===== config.mk =====
export PLATFORM = sky130hd
export DESIGN_NAME = ternary_sign_dot_product_top_flat
export DESIGN_NICKNAME = d
export VERILOG_FILES = /design/src/hw/rtl/tsdp_pkg.sv /design/src/hw/rtl/tsdp_chunk_if.sv /design/src/hw/rtl/tsdp_result_if.sv /design/src/hw/rtl/tsdp_lane.sv /design/src/hw/rtl/tsdp_merge.sv /design/src/hw/rtl/ternary_sign_dot_product_top.sv /design/src/flat_wrapper.sv
export SDC_FILE = /design/constraint.sdc
export NUM_CORES = 2
export LEC_CHECK = 0
export BUFFER_PORTS_ARGS = -buffer_cell sky130_fd_sc_hd__buf_2
export CORE_MARGIN = 2
export CORE_UTILIZATION = 38
export DETAILED_ROUTE_END_ITERATION = 6
export PLACE_DENSITY_LB_ADDON = 0.2
export SKIP_LAST_GASP = 1
export SLEW_MARGIN = 15
export SYNTH_ARGS = -nofsm -noshare
export SYNTH_HDL_FRONTEND = slang
export SYNTH_SLANG_ARGS = --single-unit

===== constraint.sdc =====
create_clock -name clk -period 31.9 [get_ports clk]
set_clock_uncertainty 0.15 [all_clocks]
set_input_delay 3.19 -clock clk [delete_from_list [all_inputs] [get_ports clk]]
set_output_delay 3.19 -clock clk [all_outputs]
set_load 0.05 [all_outputs]

===== src/hw/rtl/tsdp_pkg.sv =====
// ----------------------------------------------------------------------------
// tsdp_pkg
// shared constants, types and function of the ternary sign dot product
// ----------------------------------------------------------------------------
package tsdp_pkg;

    localparam int CHUNK_ELEMENTS = 32;
    localparam int LANE_COUNT     = CHUNK_ELEMENTS / 2;
    localparam int BYTE_W         = 8;
    localparam int WORD_W         = 64;
    localparam int ACC_W          = 16;
    localparam int GROUP_SIZE     = 4;
    localparam int GROUP_COUNT    = LANE_COUNT / GROUP_SIZE;
    localparam int PART_W         = ACC_W + $clog2(GROUP_SIZE);
    localparam int DOT_W          = PART_W + $clog2(GROUP_COUNT);

    typedef logic [BYTE_W-1:0] byte_t;
    typedef logic [ACC_W-1:0]  acc_t;

    typedef struct packed {
        logic snap_valid;
        logic part_valid;
        logic dot_valid;
    } merge_status_t;

    // weight sign picks activation, its negation or zero
    function automatic byte_t sign_select(input byte_t act, input byte_t wgt);
        byte_t r;
        if (wgt[BYTE_W-1])
        begin
            r = byte_t'(~act + byte_t'(1));
        end
        else if (wgt == '0)
        begin
            r = '0;
        end
        else
        begin
            r = act;
        end
        return r;
    endfunction

endpackage


===== src/hw/rtl/tsdp_chunk_if.sv =====
// ----------------------------------------------------------------------------
// tsdp_chunk_if
// request channel carrying one 32-element chunk of activations and weights
// ----------------------------------------------------------------------------
interface tsdp_chunk_if;
    logic        valid;
    logic        ready;
    logic [63:0] act_word0;
    logic [63:0] act_word1;
    logic [63:0] act_word2;
    logic [63:0] act_word3;
    logic [63:0] wgt_word0;
    logic [63:0] wgt_word1;
    logic [63:0] wgt_word2;
    logic [63:0] wgt_word3;
    logic        last_chunk;

    modport source (
        output valid, act_word0, act_word1, act_word2, act_word3,
               wgt_word0, wgt_word1, wgt_word2, wgt_word3, last_chunk,
        input  ready
    );

    modport sink (
        input  valid, act_word0, act_word1, act_word2, act_word3,
               wgt_word0, wgt_word1, wgt_word2, wgt_word3, last_chunk,
        output ready
    );
endinterface


===== src/hw/rtl/tsdp_result_if.sv =====
// ----------------------------------------------------------------------------
// tsdp_result_if
// handshake channel carrying one dot product result
// ----------------------------------------------------------------------------
interface tsdp_result_if;
    logic               valid;
    logic               ready;
    logic signed [19:0] dot_sum;

    modport source (
        output valid, dot_sum,
        input  ready
    );

    modport sink (
        input  valid, dot_sum,
        output ready
    );
endinterface


===== src/hw/rtl/tsdp_lane.sv =====
// ----------------------------------------------------------------------------
// tsdp_lane
// one accumulator lane: two sign selects added into a wrapping 16-bit sum
// ----------------------------------------------------------------------------
module tsdp_lane (
    input  logic           clk,
    input  logic           rst_n,
    input  logic           en,
    input  logic           last,
    input  tsdp_pkg::byte_t act_lo,
    input  tsdp_pkg::byte_t act_hi,
    input  tsdp_pkg::byte_t wgt_lo,
    input  tsdp_pkg::byte_t wgt_hi,
    output tsdp_pkg::acc_t  lane_sum
);

    tsdp_pkg::acc_t  acc_reg;
    tsdp_pkg::acc_t  acc_next;
    tsdp_pkg::byte_t sel_lo;
    tsdp_pkg::byte_t sel_hi;

    always_comb
    begin
        sel_lo   = tsdp_pkg::sign_select(act_lo, wgt_lo);
        sel_hi   = tsdp_pkg::sign_select(act_hi, wgt_hi);
        acc_next = acc_reg
                 + {{(tsdp_pkg::ACC_W - tsdp_pkg::BYTE_W){sel_lo[tsdp_pkg::BYTE_W-1]}}, sel_lo}
                 + {{(tsdp_pkg::ACC_W - tsdp_pkg::BYTE_W){sel_hi[tsdp_pkg::BYTE_W-1]}}, sel_hi};
    end

    assign lane_sum = acc_next;

    always_ff @(posedge clk or negedge rst_n)
    begin
        if (!rst_n)
        begin
            acc_reg <= '0;
        end
        else if (en)
        begin
            acc_reg <= last ? '0 : acc_next;
        end
    end

endmodule


===== src/hw/rtl/tsdp_merge.sv =====
// ----------------------------------------------------------------------------
// tsdp_merge
// registered adder tree summing the sixteen lane snapshots into one result
// ----------------------------------------------------------------------------
module tsdp_merge (
    input  logic                    clk,
    input  logic                    rst_n,
    input  logic                    load,
    input  tsdp_pkg::acc_t          lane_sum [tsdp_pkg::LANE_COUNT],
    output logic                    load_ready,
    output tsdp_pkg::merge_status_t status,
    tsdp_result_if.source           result
);

    tsdp_pkg::acc_t                     snap_reg [tsdp_pkg::LANE_COUNT];
    logic signed [tsdp_pkg::PART_W-1:0] part_reg [tsdp_pkg::GROUP_COUNT];
    logic signed [tsdp_pkg::PART_W-1:0] part_next [tsdp_pkg::GROUP_COUNT];
    logic signed [tsdp_pkg::DOT_W-1:0]  dot_reg;
    logic signed [tsdp_pkg::DOT_W-1:0]  dot_next;
    logic                               snap_valid_reg;
    logic                               part_valid_reg;
    logic                               dot_valid_reg;
    logic                               snap_move;
    logic                               part_move;
    logic                               part_ready;
    logic                               dot_ready;

    // stage handshakes
    assign dot_ready  = !dot_valid_reg || result.ready;
    assign part_move  = part_valid_reg && dot_ready;
    assign part_ready = !part_valid_reg || part_move;
    assign snap_move  = snap_valid_reg && part_ready;
    assign load_ready = !snap_valid_reg || snap_move;

    always_comb
    begin
        for (int g = 0; g < tsdp_pkg::GROUP_COUNT; g++)
        begin
            part_next[g] = '0;
            for (int j = 0; j < tsdp_pkg::GROUP_SIZE; j++)
            begin
                part_next[g] = part_next[g]
                    + tsdp_pkg::PART_W'($signed(snap_reg[g * tsdp_pkg::GROUP_SIZE + j]));
            end
        end
    end

    always_comb
    begin
        dot_next = '0;
        for (int g = 0; g < tsdp_pkg::GROUP_COUNT; g++)
        begin
            dot_next = dot_next + tsdp_pkg::DOT_W'(part_reg[g]);
        end
    end

    always_ff @(posedge clk or negedge rst_n)
    begin
        if (!rst_n)
        begin
            snap_valid_reg <= 1'b0;
            part_valid_reg <= 1'b0;
            dot_valid_reg  <= 1'b0;
        end
        else
        begin
            if (load_ready)
            begin
                snap_valid_reg <= load;
            end
            if (part_ready)
            begin
                part_valid_reg <= snap_valid_reg;
            end
            if (dot_ready)
            begin
                dot_valid_reg <= part_valid_reg;
            end
        end
    end

    always_ff @(posedge clk)
    begin
        if (load && load_ready)
        begin
            snap_reg <= lane_sum;
        end
        if (snap_move)
        begin
            part_reg <= part_next;
        end
        if (part_move)
        begin
            dot_reg <= dot_next;
        end
    end

    assign result.valid   = dot_valid_reg;
    assign result.dot_sum = dot_reg;

    assign status.snap_valid = snap_valid_reg;
    assign status.part_valid = part_valid_reg;
    assign status.dot_valid  = dot_valid_reg;

endmodule


===== src/hw/rtl/ternary_sign_dot_product_top.sv =====
// ----------------------------------------------------------------------------
// ternary_sign_dot_product_top
// sixteen sign-select lanes accumulate chunks; a merge tree sums them on last
// ----------------------------------------------------------------------------
// throughput: one chunk per cycle while chunk.ready is high; a full merge pipe holds it low
// the last chunk's lane sums pass through the snapshot, partial sums and final
//   sum registers in that order before the result is valid
// a stalled result backs up the three merge stages before chunks are refused
// reset: lanes cleared to zero and all merge stages emptied at once
// ----------------------------------------------------------------------------
module ternary_sign_dot_product_top (
    input  logic          clk,
    input  logic          rst_n,
    tsdp_chunk_if.sink    chunk,
    tsdp_result_if.source result
);

    logic [4*tsdp_pkg::WORD_W-1:0] act_bits;
    logic [4*tsdp_pkg::WORD_W-1:0] wgt_bits;
    tsdp_pkg::acc_t                lane_sum [tsdp_pkg::LANE_COUNT];
    tsdp_pkg::merge_status_t       status;
    logic                          load_ready;
    logic                          accept;
    logic                          load;

    assign act_bits = {chunk.act_word3, chunk.act_word2, chunk.act_word1, chunk.act_word0};
    assign wgt_bits = {chunk.wgt_word3, chunk.wgt_word2, chunk.wgt_word1, chunk.wgt_word0};

    assign chunk.ready = load_ready;
    assign accept      = chunk.valid && load_ready;
    assign load        = accept && chunk.last_chunk;

    for (genvar k = 0; k < tsdp_pkg::LANE_COUNT; k++)
    begin : g_lane
        tsdp_lane u_lane (
            .clk      (clk),
            .rst_n    (rst_n),
            .en       (accept),
            .last     (chunk.last_chunk),
            .act_lo   (act_bits[k * tsdp_pkg::BYTE_W +: tsdp_pkg::BYTE_W]),
            .act_hi   (act_bits[(k + tsdp_pkg::LANE_COUNT) * tsdp_pkg::BYTE_W
                                +: tsdp_pkg::BYTE_W]),
            .wgt_lo   (wgt_bits[k * tsdp_pkg::BYTE_W +: tsdp_pkg::BYTE_W]),
            .wgt_hi   (wgt_bits[(k + tsdp_pkg::LANE_COUNT) * tsdp_pkg::BYTE_W
                                +: tsdp_pkg::BYTE_W]),
            .lane_sum (lane_sum[k])
        );
    end

    tsdp_merge u_merge (
        .clk        (clk),
        .rst_n      (rst_n),
        .load       (load),
        .lane_sum   (lane_sum),
        .load_ready (load_ready),
        .status     (status),
        .result     (result)
    );

    // a last chunk always lands in the snapshot stage
    assert property (@(posedge clk) disable iff (!rst_n)
        load |=> status.snap_valid)
    else $error("last chunk not captured by merge stage");

    // chunks are refused only while the whole merge pipe is full
    assert property (@(posedge clk) disable iff (!rst_n)
        !chunk.ready |-> (status.snap_valid && status.part_valid && status.dot_valid))
    else $error("chunk refused with room in merge pipe");

    // a full snapshot stage with a free partial stage advances
    assert property (@(posedge clk) disable iff (!rst_n)
        (status.snap_valid && !status.part_valid) |=> status.part_valid)
    else $error("snapshot stage failed to advance");

endmodule

===== src/flat_wrapper.sv =====
// flat-port wrapper written by rule: the top's interface ports become plain ports
module ternary_sign_dot_product_top_flat 
  (clk, rst_n, chunk_valid, chunk_act_word0, chunk_act_word1, chunk_act_word2, chunk_act_word3, chunk_wgt_word0, chunk_wgt_word1, chunk_wgt_word2, chunk_wgt_word3, chunk_last_chunk, chunk_ready, result_valid, result_dot_sum, result_ready);
  tsdp_chunk_if chunk_i ();
  tsdp_result_if result_i ();
  input  logic clk;
  input  logic rst_n;
  input wire logic [$bits(chunk_i.valid)-1:0] chunk_valid;
  input wire logic [$bits(chunk_i.act_word0)-1:0] chunk_act_word0;
  input wire logic [$bits(chunk_i.act_word1)-1:0] chunk_act_word1;
  input wire logic [$bits(chunk_i.act_word2)-1:0] chunk_act_word2;
  input wire logic [$bits(chunk_i.act_word3)-1:0] chunk_act_word3;
  input wire logic [$bits(chunk_i.wgt_word0)-1:0] chunk_wgt_word0;
  input wire logic [$bits(chunk_i.wgt_word1)-1:0] chunk_wgt_word1;
  input wire logic [$bits(chunk_i.wgt_word2)-1:0] chunk_wgt_word2;
  input wire logic [$bits(chunk_i.wgt_word3)-1:0] chunk_wgt_word3;
  input wire logic [$bits(chunk_i.last_chunk)-1:0] chunk_last_chunk;
  output wire logic [$bits(chunk_i.ready)-1:0] chunk_ready;
  output wire logic [$bits(result_i.valid)-1:0] result_valid;
  output wire logic [$bits(result_i.dot_sum)-1:0] result_dot_sum;
  input wire logic [$bits(result_i.ready)-1:0] result_ready;
  assign chunk_i.valid = chunk_valid;
  assign chunk_i.act_word0 = chunk_act_word0;
  assign chunk_i.act_word1 = chunk_act_word1;
  assign chunk_i.act_word2 = chunk_act_word2;
  assign chunk_i.act_word3 = chunk_act_word3;
  assign chunk_i.wgt_word0 = chunk_wgt_word0;
  assign chunk_i.wgt_word1 = chunk_wgt_word1;
  assign chunk_i.wgt_word2 = chunk_wgt_word2;
  assign chunk_i.wgt_word3 = chunk_wgt_word3;
  assign chunk_i.last_chunk = chunk_last_chunk;
  assign chunk_ready = chunk_i.ready;
  assign result_valid = result_i.valid;
  assign result_dot_sum = result_i.dot_sum;
  assign result_i.ready = result_ready;
  ternary_sign_dot_product_top u_core (.clk(clk), .rst_n(rst_n), .chunk(chunk_i), .result(result_i));
endmodule

### Yosys cells after proc, flatten, opt, wreduce, memory -nomap -nowiden

Index checks and enable logic that the tools add are counted.

| storage, ports and cells | value |
|---|---|
| register bits | 607 |
| output and inout port bits | 22 |
| logic and storage cells | 274 |

| cells by class | value |
|---|---|
| $add $sub $neg | 79 |
| muxes and demuxes | 80 |
| bitwise logic cells | 32 |
| reduce and logical (&&, ||, !) cells | 43 |

Operators by type and width:

| cell | count |
|---|---|
| $add A16 B16 Y16 | 32 |
| $mux W8 | 64 |
| $add A8 B1 Y8 const B | 32 |
| $logic_not A8 Y1 | 32 |
| $mux W16 | 16 |
| $not A8 Y8 | 32 |
| $add A17 B16 Y18 | 4 |
| $add A18 B16 Y18 | 4 |
| $add A16 B16 Y17 | 4 |
| $add A19 B18 Y20 | 1 |
| $add A20 B18 Y20 | 1 |
| $add A18 B18 Y19 | 1 |
| $logic_and A1 B1 Y1 | 5 |
| $logic_not A1 Y1 | 3 |
| $logic_or A1 B1 Y1 | 3 |

### Longest topological paths before layout

| depth | value |
|---|---|
| depth after elaboration | 9 |
| depth in mapped cells | 18 |
| depth with buffers taken out | 17 |

### By module

From an unflattened synthesis, not the netlist that was laid out.

| unflattened totals | value |
|---|---|
| cells, all modules | 5,701 |
| area, all modules | 54,491.0 um2 |

By module, submodules not included:

| module | instances | cells each | area each (um2) |
|---|---|---|---|
| tsdp_merge | 1 | 1,506 | 19,607.6 |
| tsdp_lane at u_core.g_lane[0].u_lane ... | 7 | 269 | 2,137.0 |
| tsdp_lane at u_core.g_lane[7].u_lane ... | 3 | 255 | 2,224.6 |
| tsdp_lane at u_core.g_lane[4].u_lane ... | 3 | 248 | 2,157.1 |
| tsdp_lane at u_core.g_lane[2].u_lane ... | 2 | 261 | 2,240.9 |
| tsdp_lane at u_core.g_lane[1].u_lane | 1 | 279 | 2,284.7 |
| ternary_sign_dot_product_top | 1 | 2 | 12.5 |

### Worst setup path before layout

OpenSTA, ideal clock, no wires.

| path | value |
|---|---|
| path type | in2reg |
| start point | in result_ready |
| end point | reg u_core.u_merge.snap_reg[0] in the netlist's numbering, enable pin |
| arrival | 14,581 ps |
| slack | 16,290 ps |
| cell stages on the path | 5 |
| buffers on the path | 2 |
| path through | nand4b_1 -> nand2_1 -> clkbuf_1 -> buf_1 -> nor2_1 |

| on the way | value |
|---|---|
| word-level cells in the longest chain between the ends | 8 |

Ends and longest elaborated chain:

| item | RTL line | text |
|---|---|---|
| start: declaration | flat_wrapper.sv:21 | `input wire logic [$bits(result_i.ready)-1:0] result_ready;` |
| $logic_or A1 B1 Y1 (*) | tsdp_merge.sv:29 | `assign dot_ready = !dot_valid_reg \|\| result.ready;` |
| $logic_and A1 B1 Y1 (*) | tsdp_merge.sv:30 | `assign part_move = part_valid_reg && dot_ready;` |
| $logic_or A1 B1 Y1 (*) | tsdp_merge.sv:31 | `assign part_ready = !part_valid_reg \|\| part_move;` |
| $logic_and A1 B1 Y1 (*) | tsdp_merge.sv:32 | `assign snap_move = snap_valid_reg && part_ready;` |
| $logic_or A1 B1 Y1 (*) | tsdp_merge.sv:33 | `assign load_ready = !snap_valid_reg \|\| snap_move;` |
| $logic_and A1 B1 Y1 | ternary_sign_dot_product_top.sv:30 | `assign accept = chunk.valid && load_ready;` |
| $logic_and A1 B1 Y1 | ternary_sign_dot_product_top.sv:31 | `assign load = accept && chunk.last_chunk;` |
| $logic_and A1 B1 Y1 (*) | tsdp_merge.sv:84 | `if (load && load_ready)` |
| end signal: assignment | tsdp_merge.sv:86 | `snap_reg <= lane_sum;` |
| end: declaration | tsdp_merge.sv:15 | `tsdp_pkg::acc_t snap_reg [tsdp_pkg::LANE_COUNT];` |

Every way passes the cells marked *; elsewhere a longest branch is shown, timed or not.
A chain may end at the register's enable or synchronous reset.

### Worst setup path in the final report

| path | value |
|---|---|
| start point | in result_ready |
| end point | out chunk_ready |

| on the way | value |
|---|---|
| word-level cells in the longest chain between the ends | 5 |

Ends and longest elaborated chain:

| item | RTL line | text |
|---|---|---|
| $logic_or A1 B1 Y1 | tsdp_merge.sv:29 |  |
| $logic_and A1 B1 Y1 | tsdp_merge.sv:30 |  |
| $logic_or A1 B1 Y1 | tsdp_merge.sv:31 |  |
| $logic_and A1 B1 Y1 | tsdp_merge.sv:32 |  |
| $logic_or A1 B1 Y1 | tsdp_merge.sv:33 |  |
| end: declaration | flat_wrapper.sv:18 | `output wire logic [$bits(chunk_i.ready)-1:0] chunk_ready;` |

Every way passes these cells.

==> run metrics <==
library cell occupying the most area in the post-synthesis netlist=edfxtp_1; Bufs on Longest Clock Path=3; number of CTS-inserted buffers=between 70 and 80; die outline area=around 140000 um^2; standard cell core area=around 130000 um^2; Reg2Reg Launch Point=u_core.u_merge.part_valid_reg; Reg area=~17000 um^2; FMAX=134 MHz; RSZ-0062 raised after global routing=no; clock root buffer=clkbuf_16; worst min-delay path startpoint=u_core.g_lane[7].u_lane.acc_reg[10]; number of buffers inserted to repair setup after CTS=0; register bit count reported by yosys=607; top-level port count=around 540; top-area cell type share of the netlist area=approximately 21%; slowest cell on the critical path=buf_4; Reg2Reg Depth=7; count of mapped cells out of synthesis=a little over 5000; number of synthesized flops with an enable pin=348; most frequent cell on the critical path=buf_2; Clock Pin Slew Worst Setup and Hold Paths=0.06 ns; # H-tree levels=3; setup slack after placement=23.77 ns; status=finished clean; Total Wirelength=roughly 130000 um; logic depth of the worst setup path including buffers=4; Final Hold Violating Endpoints=0; width of the die=about 370 um; share of synthesized registers carrying an async set or reset=42.7%; number of clock sinks=around 610; antenna violations before repair=5; vias in the first global route=37800; library cells used by synthesis=79; cell-by-cell listing of the critical path=buf_2 > nand4b_1 > buf_4 > buf_2; post-place instance area=55600 um^2; Worst Tran Pin Value=approximately 1.0 ns; data required time of the critical path=around 29 ns; pin count of the biggest net entering global routing=about 150; GRT Resource Usage Total=between 15 and 20%; leading cell types by count after synthesis=1105 x inv_1, 424 x fa_1, 348 x edfxtp_1, 344 x ha_1, 310 x nand2_1; max-cap viol count=0; Post-Route Setup TNS=0 ns; arrival time at the worst endpoint=around 4.1 ns; Worst path max stage delay=0.35 ns; Post-CTS Resized=0; number of filler cells placed in the layout=around 13000; dominant cell by count in the synthesized netlist=inv_1; capturing element of the worst setup path=chunk_ready; Total Nets Final=between 6000 and 7000; proportion of layout cells with a drive suffix above 1=between 10 and 15%; count of port buffers added during placement=538; routed via count=between 30000 and 40000; multi-input logic area=between 20000 and 30000 um^2; global-route wire length before repair=between 200000 and 250000 um; worst-case setup margin in the final layout=approximately 24 ns; DR WL/cell=around 18 um; Critical Path Fanout Max=21; destination of the worst register-to-register timing path=u_core.u_merge.snap_reg[146]; r2r setup slk=27.55 ns; starting density of the core=roughly two fifths; DP Wirelength=around 100000 um; prevailing post-synth register cell=edfxtp_1; kind of end point of the critical path=primary output; Max-slew headroom=between 30% and 40%; number of max-slew violations in the final report=0; final setup violation count=0; number of nets still failing antenna checks after routing=0; cell row count=about 130; area delta synth->final=14.4%; CP startpoint kind=primary input; cell area after layout=roughly 58000 um^2; total overflow reported by the global router=0; vertical die dimension=around 370 um; Detailed Routing Iterations Pass 1=5; yosys warns=0; detailed router's first-iteration violation count=2149; minimum period implied by the final worst setup slack=about 7.5 ns; weighted congestion at the end of routability-driven global placement=roughly 0.85; cell types with the largest area share after synthesis=edfxtp_1 21%, fa_1 17%, dfrtp_1 13%, ha_1 8.5%, inv_1 8.1%; latest clock arrival within the worst-skew pair=0.65 ns; net count after synthesis=~6400; number of buffer and inverter stages on the critical path=3; Largest delay share family, worst path=buffers and inverters; Vias per Instance=5.07; CP Class=in -> out; origin of the worst setup path=result_ready; path category of the worst min-delay check=reg -> reg; CTS tree=done; syn_area_per_cell=~9.9 um^2; share of the yosys chip area belonging to registers=roughly 33%; Hold-fix buffers, CTS=0; cell area after technology mapping=roughly 51000 um^2; fraction of the cycle the final worst path needs=about a quarter; remaining design rule violation count=0
[kinds of logic after synthesis]
group | synth area share (%)
AO/OA/AOI/OAI | 17.1
XOR/XNOR | 5.47
adder cells (fa/ha/maj) | 25.1
buffers and inverters | 8.99
flip-flops | 33.2
multiplexers | 0.295
AND/OR/NAND/NOR | 9.76
[worst reg2reg max path: stages, from the launching register on]
cell and delay [ns]:
dfrtp_1 0.40, nand4b_1 0.10, buf_4 0.35, nand2_4 0.19, nor2_4 0.37, buf_4 0.66, buf_4 0.89, buf_4 0.82
[per-stage QoR]
stage / hold WS, ns / utilization, % / std cells
6_report: 0.324 / 43.7 / 7529
5_1_grt: 0.346 / 43.7 / 7528
4_1_cts: 0.330 / 43.7 / 7525
3_5_place_dp: 0.318 / 41.7 / 7385
3_3_place_gp: 0.309 / 41.7 / 7385
2_1_floorplan: 0.293 / - / 5164
[placed cells by master, fill, tap and decap left out, types with 22 or more instances in the layout]
master,netlist,final
o31ai_1,81,81
o21ai_0,220,220
a31oi_1,25,25
a21oi_1,213,213
fa_1,424,424
nand2b_1,72,72
xnor2_1,212,212
clkbuf_16,0,77
inv_1,1105,1104
ha_1,344,344
o21bai_1,42,42
xor2_1,75,75
a41o_1,26,26
nand3_1,220,220
or3_1,45,45
and3_1,22,22
buf_2,0,536
a211oi_1,38,38
a22o_1,178,178
o21a_1,221,221
nor3_1,37,37
nor4_1,71,71
a21o_1,80,80
nand2_1,310,309
dfrtp_1,259,259
nor2_1,145,143
nor2b_1,28,28
edfxtp_1,348,348
[per-layer routing]
layer  GRT usage (%)  vias up  share of wire [%]
met2            31.5      841                 46
li1                -    18700                  -
met3            2.74      144                4.5
met1            27.2    18500                 47
met5               0        -                  0
met4            4.86        0                2.3
[how the worst min path moves through the flow]
stage                     slack, ns                                  end  cells past startpoint
after global placement         0.31  u_core.g_lane[6].u_lane.acc_reg[10]                      2
final                          0.32  u_core.g_lane[7].u_lane.acc_reg[10]                      2
after global routing           0.35   u_core.g_lane[3].u_lane.acc_reg[3]                      2
after detailed placement       0.32  u_core.g_lane[6].u_lane.acc_reg[10]                      2
after CTS                      0.33   u_core.g_lane[3].u_lane.acc_reg[0]                      2
after floorplan                0.29  u_core.g_lane[6].u_lane.acc_reg[10]                      2
[cell type report]
| type | instances | area share (%) |
|---|---|---|
| sequential | 607 | 29.1 |
| antenna | 4 | 0.0172 |
| tap | 1768 | 3.80 |
| multi-input combinational | 3345 | 50.6 |
| inverter | 1106 | 7.13 |
| clock inverter | 43 | 0.975 |
| timing repair buffer | 559 | 4.94 |
| clock buffer | 97 | 3.52 |
Power is not shown: default switching activity piles up to over one toggle a cycle in this logic, so the estimate is an artifact.
